===== config.mk =====
export PLATFORM = sky130hd
export DESIGN_NAME = fixed_timestep_pacer_flat
export DESIGN_NICKNAME = d
export VERILOG_FILES = /design/src/rtl/core/ftp_pkg.sv /design/src/rtl/core/ftp_if.sv /design/src/rtl/core/ftp_divider.sv /design/src/rtl/core/fixed_timestep_pacer.sv /design/src/flat_wrapper.sv
export SDC_FILE = /design/constraint.sdc
export NUM_CORES = 2
export LEC_CHECK = 0
export ABC_AREA = 1
export ABC_CLOCK_PERIOD_IN_PS = 7080
export BUFFER_PORTS_ARGS = -buffer_cell sky130_fd_sc_hd__buf_2
export CAP_MARGIN = 5
export CORE_MARGIN = 4
export CORE_UTILIZATION = 55
export DETAILED_ROUTE_END_ITERATION = 16
export PLACE_DENSITY_LB_ADDON = 0.3
export SETUP_SLACK_MARGIN = 0.02
export SYNTH_ARGS = -nofsm -noshare
export SYNTH_HDL_FRONTEND = slang
export SYNTH_SLANG_ARGS = --single-unit

===== constraint.sdc =====
create_clock -name clk -period 7.08 [get_ports clk]
set_input_delay 1.77 -clock clk [delete_from_list [all_inputs] [get_ports clk]]
set_output_delay 1.77 -clock clk [all_outputs]
set_load 0.02 [all_outputs]

===== src/rtl/core/ftp_pkg.sv =====
// shared types, constants and register codes for the fixed timestep pacer
// no dependencies; imported by the interfaces and every module of the block
package ftp_pkg;

  localparam int unsigned DATA_W      = 32;  // q8.24 time words and counters
  localparam int unsigned SCALE_W     = 16;  // q8.8 time scale
  localparam int unsigned FRAC_W      = 16;  // q0.16 blend fraction
  localparam int unsigned PROD_W      = DATA_W + SCALE_W;
  localparam int unsigned SCALE_FRAC  = 8;   // fraction bits of the time scale
  localparam int unsigned STEP_W      = 4;   // steps taken within one frame
  localparam int unsigned CFG_IDX_W   = 2;
  localparam int unsigned DIV_CNT_W   = 6;

  localparam logic [STEP_W-1:0]    MAX_CATCHUP = STEP_W'(8);
  localparam logic [DIV_CNT_W-1:0] MOD_ITERS   = DIV_CNT_W'(DATA_W);
  localparam logic [DIV_CNT_W-1:0] FRAC_ITERS  = DIV_CNT_W'(FRAC_W);

  localparam logic [DATA_W-1:0]  RESET_FIXED_PERIOD   = DATA_W'(279620);
  localparam logic [SCALE_W-1:0] RESET_TIME_SCALE     = SCALE_W'(256);
  localparam logic [DATA_W-1:0]  RESET_MAX_FRAME_TIME = DATA_W'(1118481);

  localparam logic KIND_STEP      = 1'b0;
  localparam logic KIND_FRAME_END = 1'b1;

  typedef enum logic [CFG_IDX_W-1:0] {
    REG_FIXED_PERIOD   = 2'd0,
    REG_TIME_SCALE     = 2'd1,
    REG_MAX_FRAME_TIME = 2'd2
  } cfg_reg_t;

  typedef struct packed {
    logic                 start;
    logic [DATA_W-1:0]    rem_init;
    logic [DATA_W-1:0]    dividend;
    logic [DATA_W-1:0]    divisor;
    logic [DIV_CNT_W-1:0] iters;
  } div_req_t;

  typedef struct packed {
    logic              done;
    logic [DATA_W-1:0] remainder;
    logic [DATA_W-1:0] quotient;
  } div_rsp_t;

endpackage


===== src/rtl/core/ftp_if.sv =====
// valid/ready channel interfaces of the fixed timestep pacer
// depends on ftp_pkg for field widths
interface ftp_in_if;
  import ftp_pkg::*;
  logic              valid;
  logic              ready;
  logic [DATA_W-1:0] real_delta;
  modport source (output valid, output real_delta, input ready);
  modport sink (input valid, input real_delta, output ready);
endinterface

interface ftp_out_if;
  import ftp_pkg::*;
  logic              valid;
  logic              ready;
  logic              kind;
  logic [DATA_W-1:0] tick_count;
  logic [DATA_W-1:0] frame_count;
  logic [FRAC_W-1:0] blend_fraction;
  logic              catchup_dropped;
  logic              last;
  modport source (output valid, output kind, output tick_count, output frame_count,
                  output blend_fraction, output catchup_dropped, output last,
                  input ready);
  modport sink (input valid, input kind, input tick_count, input frame_count,
                input blend_fraction, input catchup_dropped, input last,
                output ready);
endinterface

interface ftp_cfg_if;
  import ftp_pkg::*;
  logic                 valid;
  logic                 ready;
  logic [CFG_IDX_W-1:0] index;
  logic [DATA_W-1:0]    data;
  modport source (output valid, output index, output data, input ready);
  modport sink (input valid, input index, input data, output ready);
endinterface


===== src/rtl/core/ftp_divider.sv =====
// shared restoring divider, one quotient bit per cycle
// depends on ftp_pkg for the request and response structs
module ftp_divider (
  input  logic             clk,
  input  logic             rst,
  input  ftp_pkg::div_req_t req,
  output ftp_pkg::div_rsp_t rsp
);
  import ftp_pkg::*;

  logic                 busy;
  logic                 done;
  logic [DIV_CNT_W-1:0] cnt;
  logic [DATA_W-1:0]    rem;
  logic [DATA_W-1:0]    dvd;
  logic [DATA_W-1:0]    quo;
  logic [DATA_W-1:0]    divisor;

  // one trial subtract of the shifted partial remainder
  logic [DATA_W:0]      trial;
  logic [DATA_W:0]      diff;
  logic                 fits;

  assign trial = {rem, dvd[DATA_W-1]};
  assign diff  = trial - {1'b0, divisor};
  assign fits  = trial >= {1'b0, divisor};

  always_ff @(posedge clk) begin
    if (rst) begin
      busy <= 1'b0;
      done <= 1'b0;
      cnt  <= '0;
    end else begin
      // pulse once, right after the last iteration
      done <= !req.start && busy && (cnt == DIV_CNT_W'(1));
      if (req.start) begin
        busy <= 1'b1;
        cnt  <= req.iters;
      end else if (busy) begin
        cnt <= cnt - DIV_CNT_W'(1);
        if (cnt == DIV_CNT_W'(1)) begin
          busy <= 1'b0;
        end
      end
    end
  end

  always_ff @(posedge clk) begin
    if (req.start) begin
      rem     <= req.rem_init;
      dvd     <= req.dividend;
      divisor <= req.divisor;
      quo     <= '0;
    end else if (busy) begin
      rem <= fits ? diff[DATA_W-1:0] : trial[DATA_W-1:0];
      dvd <= {dvd[DATA_W-2:0], 1'b0};
      quo <= {quo[DATA_W-2:0], fits};
    end
  end

  assign rsp.done      = done;
  assign rsp.remainder = rem;
  assign rsp.quotient  = quo;

endmodule


===== src/rtl/core/fixed_timestep_pacer.sv =====
// fixed timestep pacer top level: config registers, sequencer and result register
// depends on ftp_pkg, the ftp interfaces and ftp_divider
//
// Each input item is one frame's real elapsed time in q8.24 seconds. The block
// scales it by time_scale (q8.8), saturates and clamps it to max_frame_time, adds
// it to a saturating accumulator, then emits one fixed step item per whole
// fixed_period removed, at most eight per frame, and closes the frame with a
// summary item (kind 1, last 1) that carries the frame count, the drop flag and
// the q0.16 blend fraction accumulator / period. A period of zero acts as one.
// The block works on one frame at a time: input ready is high only between
// frames. A frame passes through the multiply, scale and add states, then a check
// and an emit per step item (the emit waits while the sink stalls), the modulo
// when the catch-up limit is hit, the fraction division and the summary item.
// The next input item is accepted only after the summary item is loaded into
// the result register and the sequencer is back in idle. The modulo
// and the fraction share one restoring divider that produces one bit per cycle,
// and that divider sets most of the frame time. Configuration writes are taken
// at any time (ready is always high) and must only be issued between frames.
module fixed_timestep_pacer (
  input  logic             clk,
  input  logic             rst,
  ftp_cfg_if.sink          cfg,
  ftp_in_if.sink           in_item,
  ftp_out_if.source        out_item
);
  import ftp_pkg::*;

  typedef enum logic [8:0] {
    S_IDLE   = 9'b000000001,
    S_MUL    = 9'b000000010,
    S_SCALE  = 9'b000000100,
    S_ADD    = 9'b000001000,
    S_CHECK  = 9'b000010000,
    S_STEP   = 9'b000100000,
    S_MOD    = 9'b001000000,
    S_FRAC   = 9'b010000000,
    S_FINISH = 9'b100000000
  } state_t;

  // configuration registers
  logic [DATA_W-1:0]  fixed_period;
  logic [SCALE_W-1:0] time_scale;
  logic [DATA_W-1:0]  max_frame_time;

  // frame state
  logic [DATA_W-1:0]  time_accumulator;
  logic [DATA_W-1:0]  step_total;
  logic [DATA_W-1:0]  frame_total;
  logic [STEP_W-1:0]  steps_in_frame;

  // per frame working registers
  state_t             state;
  state_t             state_next;
  logic [DATA_W-1:0]  delta;
  logic [PROD_W-1:0]  product;
  logic [DATA_W-1:0]  scaled;
  logic [DATA_W-1:0]  period;
  logic               dropped;
  logic [FRAC_W-1:0]  blend;

  // result register
  logic               out_valid;
  logic               out_kind;
  logic [DATA_W-1:0]  out_ticks;
  logic [DATA_W-1:0]  out_frames;
  logic [FRAC_W-1:0]  out_blend;
  logic               out_drop;
  logic               out_last;

  div_req_t           div_req;
  div_rsp_t           div_rsp;

  logic               in_fire;
  logic               out_free;
  logic               emit;
  logic               whole_period;
  logic               at_limit;
  logic [DATA_W-1:0]  sat_scaled;
  logic [DATA_W:0]    acc_sum;

  assign cfg.ready     = 1'b1;
  assign in_item.ready = (state == S_IDLE);
  assign in_fire       = in_item.valid && in_item.ready;

  // result register can take a new item when empty or being drained
  assign out_free = !out_valid || out_item.ready;
  assign emit     = out_free && ((state == S_STEP) || (state == S_FINISH));

  assign whole_period = time_accumulator >= period;
  assign at_limit     = steps_in_frame >= MAX_CATCHUP;

  // drop the q8.8 fraction, saturate to 32 bits, then clamp
  assign sat_scaled = (|product[PROD_W-1:DATA_W+SCALE_FRAC])
                      ? '1 : product[DATA_W+SCALE_FRAC-1:SCALE_FRAC];
  assign acc_sum    = {1'b0, time_accumulator} + {1'b0, scaled};

  // config write decode
  always_ff @(posedge clk) begin
    if (rst) begin
      fixed_period   <= RESET_FIXED_PERIOD;
      time_scale     <= RESET_TIME_SCALE;
      max_frame_time <= RESET_MAX_FRAME_TIME;
    end else if (cfg.valid && cfg.ready) begin
      unique case (cfg.index)
        REG_FIXED_PERIOD:   fixed_period   <= cfg.data;
        REG_TIME_SCALE:     time_scale     <= cfg.data[SCALE_W-1:0];
        REG_MAX_FRAME_TIME: max_frame_time <= cfg.data;
        default: ;
      endcase
    end
  end

  // sequencer
  always_comb begin
    state_next = state;
    unique case (state)
      S_IDLE:   if (in_fire) state_next = S_MUL;
      S_MUL:    state_next = S_SCALE;
      S_SCALE:  state_next = S_ADD;
      S_ADD:    state_next = S_CHECK;
      S_CHECK: begin
        if (!whole_period) state_next = S_FRAC;
        else if (at_limit) state_next = S_MOD;
        else               state_next = S_STEP;
      end
      S_STEP:   if (emit) state_next = S_CHECK;
      // after the modulo the accumulator is below the period, so check goes on to the fraction
      S_MOD:    if (div_rsp.done) state_next = S_CHECK;
      S_FRAC:   if (div_rsp.done) state_next = S_FINISH;
      S_FINISH: if (emit) state_next = S_IDLE;
      default:  state_next = S_IDLE;
    endcase
  end

  // divider start: modulo of the accumulator, or (accumulator << 16) / period
  always_comb begin
    div_req.start    = (state == S_CHECK) && (!whole_period || at_limit);
    div_req.divisor  = period;
    if (whole_period) begin
      div_req.rem_init = '0;
      div_req.dividend = time_accumulator;
      div_req.iters    = MOD_ITERS;
    end else begin
      div_req.rem_init = time_accumulator;
      div_req.dividend = '0;
      div_req.iters    = FRAC_ITERS;
    end
  end

  ftp_divider u_divider (
    .clk (clk),
    .rst (rst),
    .req (div_req),
    .rsp (div_rsp)
  );

  // control and frame state
  always_ff @(posedge clk) begin
    if (rst) begin
      state            <= S_IDLE;
      time_accumulator <= '0;
      step_total       <= '0;
      frame_total      <= '0;
      steps_in_frame   <= '0;
      dropped          <= 1'b0;
    end else begin
      state <= state_next;
      if (state == S_ADD) begin
        time_accumulator <= acc_sum[DATA_W] ? '1 : acc_sum[DATA_W-1:0];
        steps_in_frame   <= '0;
        dropped          <= 1'b0;
      end
      if ((state == S_STEP) && emit) begin
        time_accumulator <= time_accumulator - period;
        step_total       <= step_total + DATA_W'(1);
        steps_in_frame   <= steps_in_frame + STEP_W'(1);
      end
      if ((state == S_MOD) && div_rsp.done) begin
        time_accumulator <= div_rsp.remainder;
        dropped          <= 1'b1;
      end
      if ((state == S_FINISH) && emit) begin
        frame_total <= frame_total + DATA_W'(1);
      end
    end
  end

  // datapath registers, no reset needed
  always_ff @(posedge clk) begin
    if (in_fire) begin
      delta  <= in_item.real_delta;
      period <= (fixed_period == '0) ? DATA_W'(1) : fixed_period;
    end
    if (state == S_MUL) begin
      product <= {{SCALE_W{1'b0}}, delta} * {{DATA_W{1'b0}}, time_scale};
    end
    if (state == S_SCALE) begin
      scaled <= (sat_scaled > max_frame_time) ? max_frame_time : sat_scaled;
    end
    if ((state == S_FRAC) && div_rsp.done) begin
      blend <= div_rsp.quotient[FRAC_W-1:0];
    end
  end

  // result register
  always_ff @(posedge clk) begin
    if (rst) begin
      out_valid <= 1'b0;
    end else if (emit) begin
      out_valid <= 1'b1;
    end else if (out_item.ready) begin
      out_valid <= 1'b0;
    end
  end

  always_ff @(posedge clk) begin
    if (emit) begin
      if (state == S_STEP) begin
        out_kind   <= KIND_STEP;
        out_ticks  <= step_total + DATA_W'(1);
        out_frames <= frame_total;
        out_blend  <= '0;
        out_drop   <= 1'b0;
        out_last   <= 1'b0;
      end else begin
        out_kind   <= KIND_FRAME_END;
        out_ticks  <= step_total;
        out_frames <= frame_total + DATA_W'(1);
        out_blend  <= blend;
        out_drop   <= dropped;
        out_last   <= 1'b1;
      end
    end
  end

  assign out_item.valid           = out_valid;
  assign out_item.kind            = out_kind;
  assign out_item.tick_count      = out_ticks;
  assign out_item.frame_count     = out_frames;
  assign out_item.blend_fraction  = out_blend;
  assign out_item.catchup_dropped = out_drop;
  assign out_item.last            = out_last;

endmodule

===== src/flat_wrapper.sv =====
// flat-port wrapper written by rule: the top's interface ports become plain ports
module fixed_timestep_pacer_flat import ftp_pkg::*;
  (clk, rst, cfg_valid, cfg_index, cfg_data, cfg_ready, in_item_valid, in_item_real_delta, in_item_ready, out_item_valid, out_item_kind, out_item_tick_count, out_item_frame_count, out_item_blend_fraction, out_item_catchup_dropped, out_item_last, out_item_ready);
  ftp_cfg_if cfg_i ();
  ftp_in_if in_item_i ();
  ftp_out_if out_item_i ();
  input  logic clk;
  input  logic rst;
  input wire logic [$bits(cfg_i.valid)-1:0] cfg_valid;
  input wire logic [$bits(cfg_i.index)-1:0] cfg_index;
  input wire logic [$bits(cfg_i.data)-1:0] cfg_data;
  output wire logic [$bits(cfg_i.ready)-1:0] cfg_ready;
  input wire logic [$bits(in_item_i.valid)-1:0] in_item_valid;
  input wire logic [$bits(in_item_i.real_delta)-1:0] in_item_real_delta;
  output wire logic [$bits(in_item_i.ready)-1:0] in_item_ready;
  output wire logic [$bits(out_item_i.valid)-1:0] out_item_valid;
  output wire logic [$bits(out_item_i.kind)-1:0] out_item_kind;
  output wire logic [$bits(out_item_i.tick_count)-1:0] out_item_tick_count;
  output wire logic [$bits(out_item_i.frame_count)-1:0] out_item_frame_count;
  output wire logic [$bits(out_item_i.blend_fraction)-1:0] out_item_blend_fraction;
  output wire logic [$bits(out_item_i.catchup_dropped)-1:0] out_item_catchup_dropped;
  output wire logic [$bits(out_item_i.last)-1:0] out_item_last;
  input wire logic [$bits(out_item_i.ready)-1:0] out_item_ready;
  assign cfg_i.valid = cfg_valid;
  assign cfg_i.index = cfg_index;
  assign cfg_i.data = cfg_data;
  assign cfg_ready = cfg_i.ready;
  assign in_item_i.valid = in_item_valid;
  assign in_item_i.real_delta = in_item_real_delta;
  assign in_item_ready = in_item_i.ready;
  assign out_item_valid = out_item_i.valid;
  assign out_item_kind = out_item_i.kind;
  assign out_item_tick_count = out_item_i.tick_count;
  assign out_item_frame_count = out_item_i.frame_count;
  assign out_item_blend_fraction = out_item_i.blend_fraction;
  assign out_item_catchup_dropped = out_item_i.catchup_dropped;
  assign out_item_last = out_item_i.last;
  assign out_item_i.ready = out_item_ready;
  fixed_timestep_pacer u_core (.clk(clk), .rst(rst), .cfg(cfg_i), .in_item(in_item_i), .out_item(out_item_i));
endmodule

=== Yosys cells after proc, flatten, opt, wreduce, memory -nomap -nowiden ===
Index checks and enable logic that the tools add are counted.

* Magnitude comparators: 4
* Equal/unequal tests: 17
* Add/subtract/negate cells: 7
* Multiply operators: 1
* Muxes and demuxes: 35
* Reductions and logical operators: 27

{| class="wikitable"
|+ Operator list
! cell !! number
|-
| 32-bit two-way mux || 13
|-
| 9-bit case mux with 9 select lines || 1
|-
| 32-bit by 1-bit adder with 32-bit output, second input constant || 2
|-
| 64-bit two-way mux || 1
|-
| 32-bit subtractor || 2
|-
| 9-bit two-way mux || 6
|-
| 32-bit by 16-bit multiplier with 48-bit output || 1
|-
| 32-bit by 32-bit adder with 33-bit output || 1
|-
| 33-bit by 32-bit >= comparator with 1-bit output || 1
|-
| 32-bit >= comparator || 1
|-
| 32-bit greater-than comparator || 1
|-
| 32-bit logical NOT || 1
|-
| 6-bit two-way mux || 3
|-
| 9-bit by 1-bit == test with 1-bit output, second input constant || 1
|-
| 9-bit by 2-bit == test with 1-bit output, second input constant || 1
|-
| 9-bit by 3-bit == test with 1-bit output, second input constant || 1
|-
| 9-bit by 4-bit == test with 1-bit output, second input constant || 1
|-
| 9-bit by 5-bit == test with 1-bit output, second input constant || 1
|-
| 9-bit by 6-bit == test with 1-bit output, second input constant || 1
|-
| 9-bit by 7-bit == test with 1-bit output, second input constant || 1
|-
| 9-bit by 8-bit == test with 1-bit output, second input constant || 1
|-
| 9-bit == test, second input constant || 1
|-
| 1-bit logical AND || 9
|-
| 1-bit two-way mux || 8
|-
| other kinds (18) || 31
|}

* Output and inout bits: 86
* Word-level logic and storage cells: 118
* Register bits after elaboration: 553
* Input port bits: 71

=== Logic depth before layout (Yosys ltp) ===
* Word-level depth: 7
* Depth in mapped cells: 27
* Gate-level depth less buffers: 25

=== Cells and area by module ===
A second synthesis with hierarchy kept.

* Cell total of the unflattened synthesis: 6484
* Area, all modules: 48873.1 um^2

{| class="wikitable"
|+ Modules (own cells, without submodules)
! module !! cells an instance !! area each (um^2) !! times used !! sequential area each (um^2)
|-
| fixed_timestep_pacer || 5364 || 40563.9 || 1 || 10850.4
|-
| ftp_divider || 1120 || 8309.2 || 1 || 3683.5
|}

=== Worst setup path before layout ===
Ideal clock, no wire load.

* Path kind: input -> register
* Start point: input port out_item_ready
* End point: register u_core.out_blend[0], in the netlist u_core.out_item.blend_fraction[0] (enable)
* Setup slack: 0.670 ns
* Arrival time: 5.861 ns
* Setup time: 0.550 ns
* Required time: 6.530 ns
* Cell stages on the path: 2
* Buffers on the path: 0
* Cells stage by stage: nor2_1 a21oi_1

* Longest elaborated chain between the ends: 2

{| class="wikitable"
|+ Ends and longest elaborated chain
! element !! line !! RTL
|-
| from (decl) || flat_wrapper.sv:23 || <nowiki>input wire logic [$bits(out_item_i.ready)-1:0] out_item_ready;</nowiki>
|-
| 1-bit logical OR || fixed_timestep_pacer.sv:86 || <nowiki>assign out_free = !out_valid || out_item.ready;</nowiki>
|-
| 1-bit logical AND || fixed_timestep_pacer.sv:87 || <nowiki>assign emit = out_free && ((state == S_STEP) || (state == S_FINISH));</nowiki>
|-
| named net u_core.emit || fixed_timestep_pacer.sv:75 || <nowiki>logic emit;</nowiki>
|-
| to (signal assigned) || fixed_timestep_pacer.sv:229 || <nowiki>out_blend <= blend;</nowiki>
|-
| to (decl) || fixed_timestep_pacer.sv:66 || <nowiki>logic [FRAC_W-1:0] out_blend;</nowiki>
|}

The timed path passes the listed nets, and every way through them passes these cells.
A chain may end at the register's enable or synchronous reset.

=== Worst setup path after layout ===
* Start point: register u_core.time_scale[10]
* End point: register u_core.product[44], data pin

* Longest elaborated chain between the ends: 1

{| class="wikitable"
|+ Ends and longest elaborated chain
! element !! line !! RTL
|-
| from (decl) || fixed_timestep_pacer.sv:42 || <nowiki>logic [SCALE_W-1:0] time_scale;</nowiki>
|-
| from (signal assigned) || fixed_timestep_pacer.sv:106 || <nowiki>REG_TIME_SCALE: time_scale <= cfg.data[SCALE_W-1:0];</nowiki>
|-
| 32-bit by 16-bit multiplier with 48-bit output || fixed_timestep_pacer.sv:195 || <nowiki>product <= {{SCALE_W{1'b0}}, delta} * {{DATA_W{1'b0}}, time_scale};</nowiki>
|-
| to (signal assigned) || fixed_timestep_pacer.sv:195 ||
|-
| to (decl) || fixed_timestep_pacer.sv:55 || <nowiki>logic [PROD_W-1:0] product;</nowiki>
|}

No other way between the ends.

==> flow_metrics.env <==
export IMPL_insertion_delay_ps=650
export IMPL_mostFrequentLayoutCell="nand2_1"
export IMPL_pwr_share_clk_pct=24.4
export IMPL_final_max_slew_violation_count=0
export IMPL_fin_nets=6767
export IMPL_max_freq_mhz=143
export IMPL_synth_edf_count=330
export IMPL_critPathCaptureType="register"
export IMPL_cp_top_family="adder cells"
export IMPL_syn_num_nets=6777
export IMPL_sw_frac_of_total_pct=42.1
export IMPL_grt_pass1_wl_um=206000
export IMPL_drive_gt1_share_pct=7.27
export IMPL_hold_path_class="reg -> reg"
export IMPL_max_slew_margin_pct=21.9
export IMPL_port_buffers=155
export IMPL_drcViolationCount=0
export IMPL_io_pins=157
export IMPL_holdBufCountCts=0
export IMPL_critical_path_max_stage_delay_ps=980
export IMPL_coreArea_um2=84200
export IMPL_arrival_ps=7370
export IMPL_busiest_layer="met2"
export IMPL_ant_nets=0
export IMPL_ys_async_sr_fraction_pct=0
export IMPL_cp_common_cell="fa_1"
export IMPL_final_cell_mix="1,551 x nand2_1, 1,199 x inv_1, 420 x fa_1"
export IMPL_p_int_mw=7.98
export IMPL_cts_tree="yes"
export IMPL_grtUsageMet2_pct=49.3
export IMPL_met1_usage_pct=36.0
export IMPL_first_pass_iters=7
export IMPL_cp_slowest_cell="dfxtp_1"
export IMPL_finalHoldViolCount=0
export IMPL_leakage_nw=24.7
export IMPL_placementRows=106
export IMPL_dieArea_um2=90200
export IMPL_clkTransAtPathRegs_ps=60
export IMPL_tightest_slew_ps=1160
export IMPL_worstPathCellList="buf_4, nand2_1, inv_1, fa_1, inv_1, fa_1, fa_1, fa_1, inv_1, fa_1, inv_1, fa_1, inv_1, ha_1, a21oi_1, o21ai_0, a21oi_1, nor2_1, nor4_1, nand3_1, xor2_1"
export IMPL_post_drt_wl_per_cell_um=18.0
export IMPL_preCtsSetupSlack_ps=161
export IMPL_synth_distinct_cells=62
export IMPL_num_vias=38700
export IMPL_vdd_ir_drop_max_v=0.000256
export IMPL_power_per_cell_area_nw_per_um2=273
export IMPL_drt_wl_total_um=130000
export IMPL_grt_use_total_pct=28.7
export IMPL_hpwl_um=103000
export IMPL_antenna_found_initial=4
export IMPL_multi_input_area_um2=27100
export IMPL_crit_required_ps=7450
export IMPL_power_frac_comb_pct=45.3
export IMPL_cp_max_fo=25
export IMPL_p_sw_mw=5.80
export IMPL_cts_root_buf="clkbuf_16"
export IMPL_fin_tns_setup_ps=0
export IMPL_synth_area_per_cell_um2=7.78
export IMPL_place_gp_congestion=0.990
export IMPL_max_cap_violations=0
export IMPL_rsz0062_at_grt="false"
export IMPL_die_x_um=300
export IMPL_vias_per_cell=5.36
export IMPL_syn_area_um2=47000
export IMPL_ys_seq_area_share_pct=30.3
export IMPL_grt_pass1_vias=38700
export IMPL_fin_ws_ps=81.5
export IMPL_cts_buffer_depth=3
export IMPL_cts_sinks=545
export IMPL_seq_area_um2=14200
export IMPL_drt_initial_drc_count=3201
export IMPL_ys_ff_latch=545
export IMPL_ys_flop_type="edfxtp_1"
export IMPL_fin_skew_ps=33.1
export IMPL_grt_max_degree=83
export IMPL_finalCritPeriodShare_pct=98.8
export IMPL_syn2layout_area_growth_pct=7.58
export IMPL_synthCells=6035
export IMPL_fp_dieH_um=300
export IMPL_outcome="finished, final reports clean"
export IMPL_ys_warnings_count=0
export IMPL_grt_overflow=0
export IMPL_critPathLaunchType="register"
export IMPL_critPathKind="reg -> reg"
export IMPL_seqPwrFrac_pct=30.4
export IMPL_fillers=7520
export IMPL_cts_buffers=61
export IMPL_cts_max_level=2
export IMPL_post_route_min_period_ps=7000
export IMPL_final_util_pct=60.0
export IMPL_finalSetupViolations=0
export IMPL_critPathBufInv=6
export IMPL_initial_core_util_pct=55.8
export IMPL_gr_usage_met3_pct=4.42
-- per-layer routing --
metal / routed length [um] / part of all wire (%)
met1: 51900 / 40
met2: 62300 / 48
met3: 8790 / 6.8
met4: 6520 / 5.0
met5: 27 / 0.021
-- worst reg2reg max path: cells and delay by family (launching register included) --
kind	cells	cell delay, ps
xor gates and xnor gates	1	190
buffers and inverters	6	670
AOI/OAI and AO/OA	3	880
adders and majority gates	7	3060
and+or+nand+nor	4	960
DFF	1	980
-- final timing paths --
path | start | to | slack, ps | cells after the start
setup / recovery | u_core.time_scale[10] | u_core.product[44] | 80 | 21
hold / removal | u_core.u_divider.quo[15] | u_core.blend[15] | 450 | 0
setup reg to reg | u_core.time_scale[10] | u_core.product[44] | 80 | 21
hold reg to reg | u_core.u_divider.quo[15] | u_core.blend[15] | 450 | 0
-- cell type report --
class / instances / area share (%)
Multi-Input combinational cell: 3994 / 53.5
Clock inverter: 40 / 0.889
Tap cell: 1134 / 2.81
Antenna cell: 1 / 0.00495
Clock buffer: 76 / 3.34
Inverter: 1223 / 9.09
Timing Repair Buffer: 200 / 2.21
Sequential cell: 545 / 28.1
-- state kept, by name, indices dropped and copies added, names as in the netlist, 9 cells and up --
signal	cells
u_core.delta	32
u_core.frame_total	32
u_core.time_accumulator	32
u_core.u_divider.dvd	32
u_core.out_item.frame_count	32
u_core.u_divider.quo	16
u_core.scaled	32
u_core.out_item.tick_count	32
u_core.step_total	32
u_core.max_frame_time	32
u_core.u_divider.divisor	32
u_core.state	9
u_core.fixed_period	32
u_core.product	40
u_core.u_divider.rem	32
u_core.blend	16
u_core.time_scale	16
u_core.out_item.blend_fraction	16
u_core.period	32
-- synthesized netlist by cell type (4+ instances only) --
master	instances	area share (%)
xor2_1	91	1.7
fa_1	420	18
nand2_1	1551	12
o211ai_2	6	0.16
nor2_2	13	0.17
inv_1	1200	9.6
inv_2	19	0.15
buf_2	25	0.27
o21a_1	14	0.22
nor2_1	416	3.3
nor2_4	11	0.26
or2_2	35	0.47
buf_4	9	0.14
a31oi_1	21	0.28
a21boi_0	4	0.064
xnor2_1	34	0.63
nor3_1	45	0.48
nor4_1	25	0.33
nand2_2	20	0.27
o21bai_1	21	0.34
o21ai_0	254	2.7
and3_1	5	0.067
o22ai_1	9	0.12
buf_6	7	0.17
dfxtp_1	215	9.2
a211oi_1	15	0.24
a22oi_1	19	0.30
nand4_1	35	0.47
o21ai_1	30	0.32
clkbuf_1	226	1.8
a21oi_1	303	3.2
edfxtp_1	330	21
nand4_2	4	0.11
o211ai_1	26	0.42
ha_1	251	6.7
buf_1	6	0.048
a21o_1	15	0.24
a22oi_2	8	0.21
nand3_1	262	2.8
-- cells by family after synthesis --
group,share of synthesized area [%]
buffers and inverters,12.2
flip-flops,30.3
other,0.00798
AO/OA/AOI/OAI,8.97
AND/OR/NAND/NOR,21.7
XOR/XNOR,2.33
adder cells (fa/ha/maj),24.6
-- what timing repair did --
| item | in CTS | in global routing |
|---|---|---|
| buffers inserted | 0 | 0 |
| resized for setup | 0 | 1 |
| setup endpoints to repair | 0 | 1 |
-- power by group through the flow --
stage                     combinational [mW]  clock [mW]  sequential [mW]
after detailed placement                6.22           0             4.24
after global placement                  6.12           0             4.24
after global routing                    7.13        3.55             4.20
final                                   6.24        3.36             4.19
after floorplan                         4.69           0             3.99
after CTS                               6.25        3.41             4.17
-- metrics by stage --
| step | hold slack (ps) | area (um^2) | instances | power (mW) |
|---|---|---|---|---|
| global placement | 425 | 48400 | 7096 | 10.4 |
| finish | 448 | 50500 | 7213 | 13.8 |
| global route | 460 | 50500 | 7212 | 14.9 |
| CTS | 440 | 50500 | 7212 | 13.8 |
| detailed placement | 425 | 48400 | 7096 | 10.5 |
| floorplan | 409 | 47000 | 6035 | 8.68 |
(Power assumes the default switching activity.)
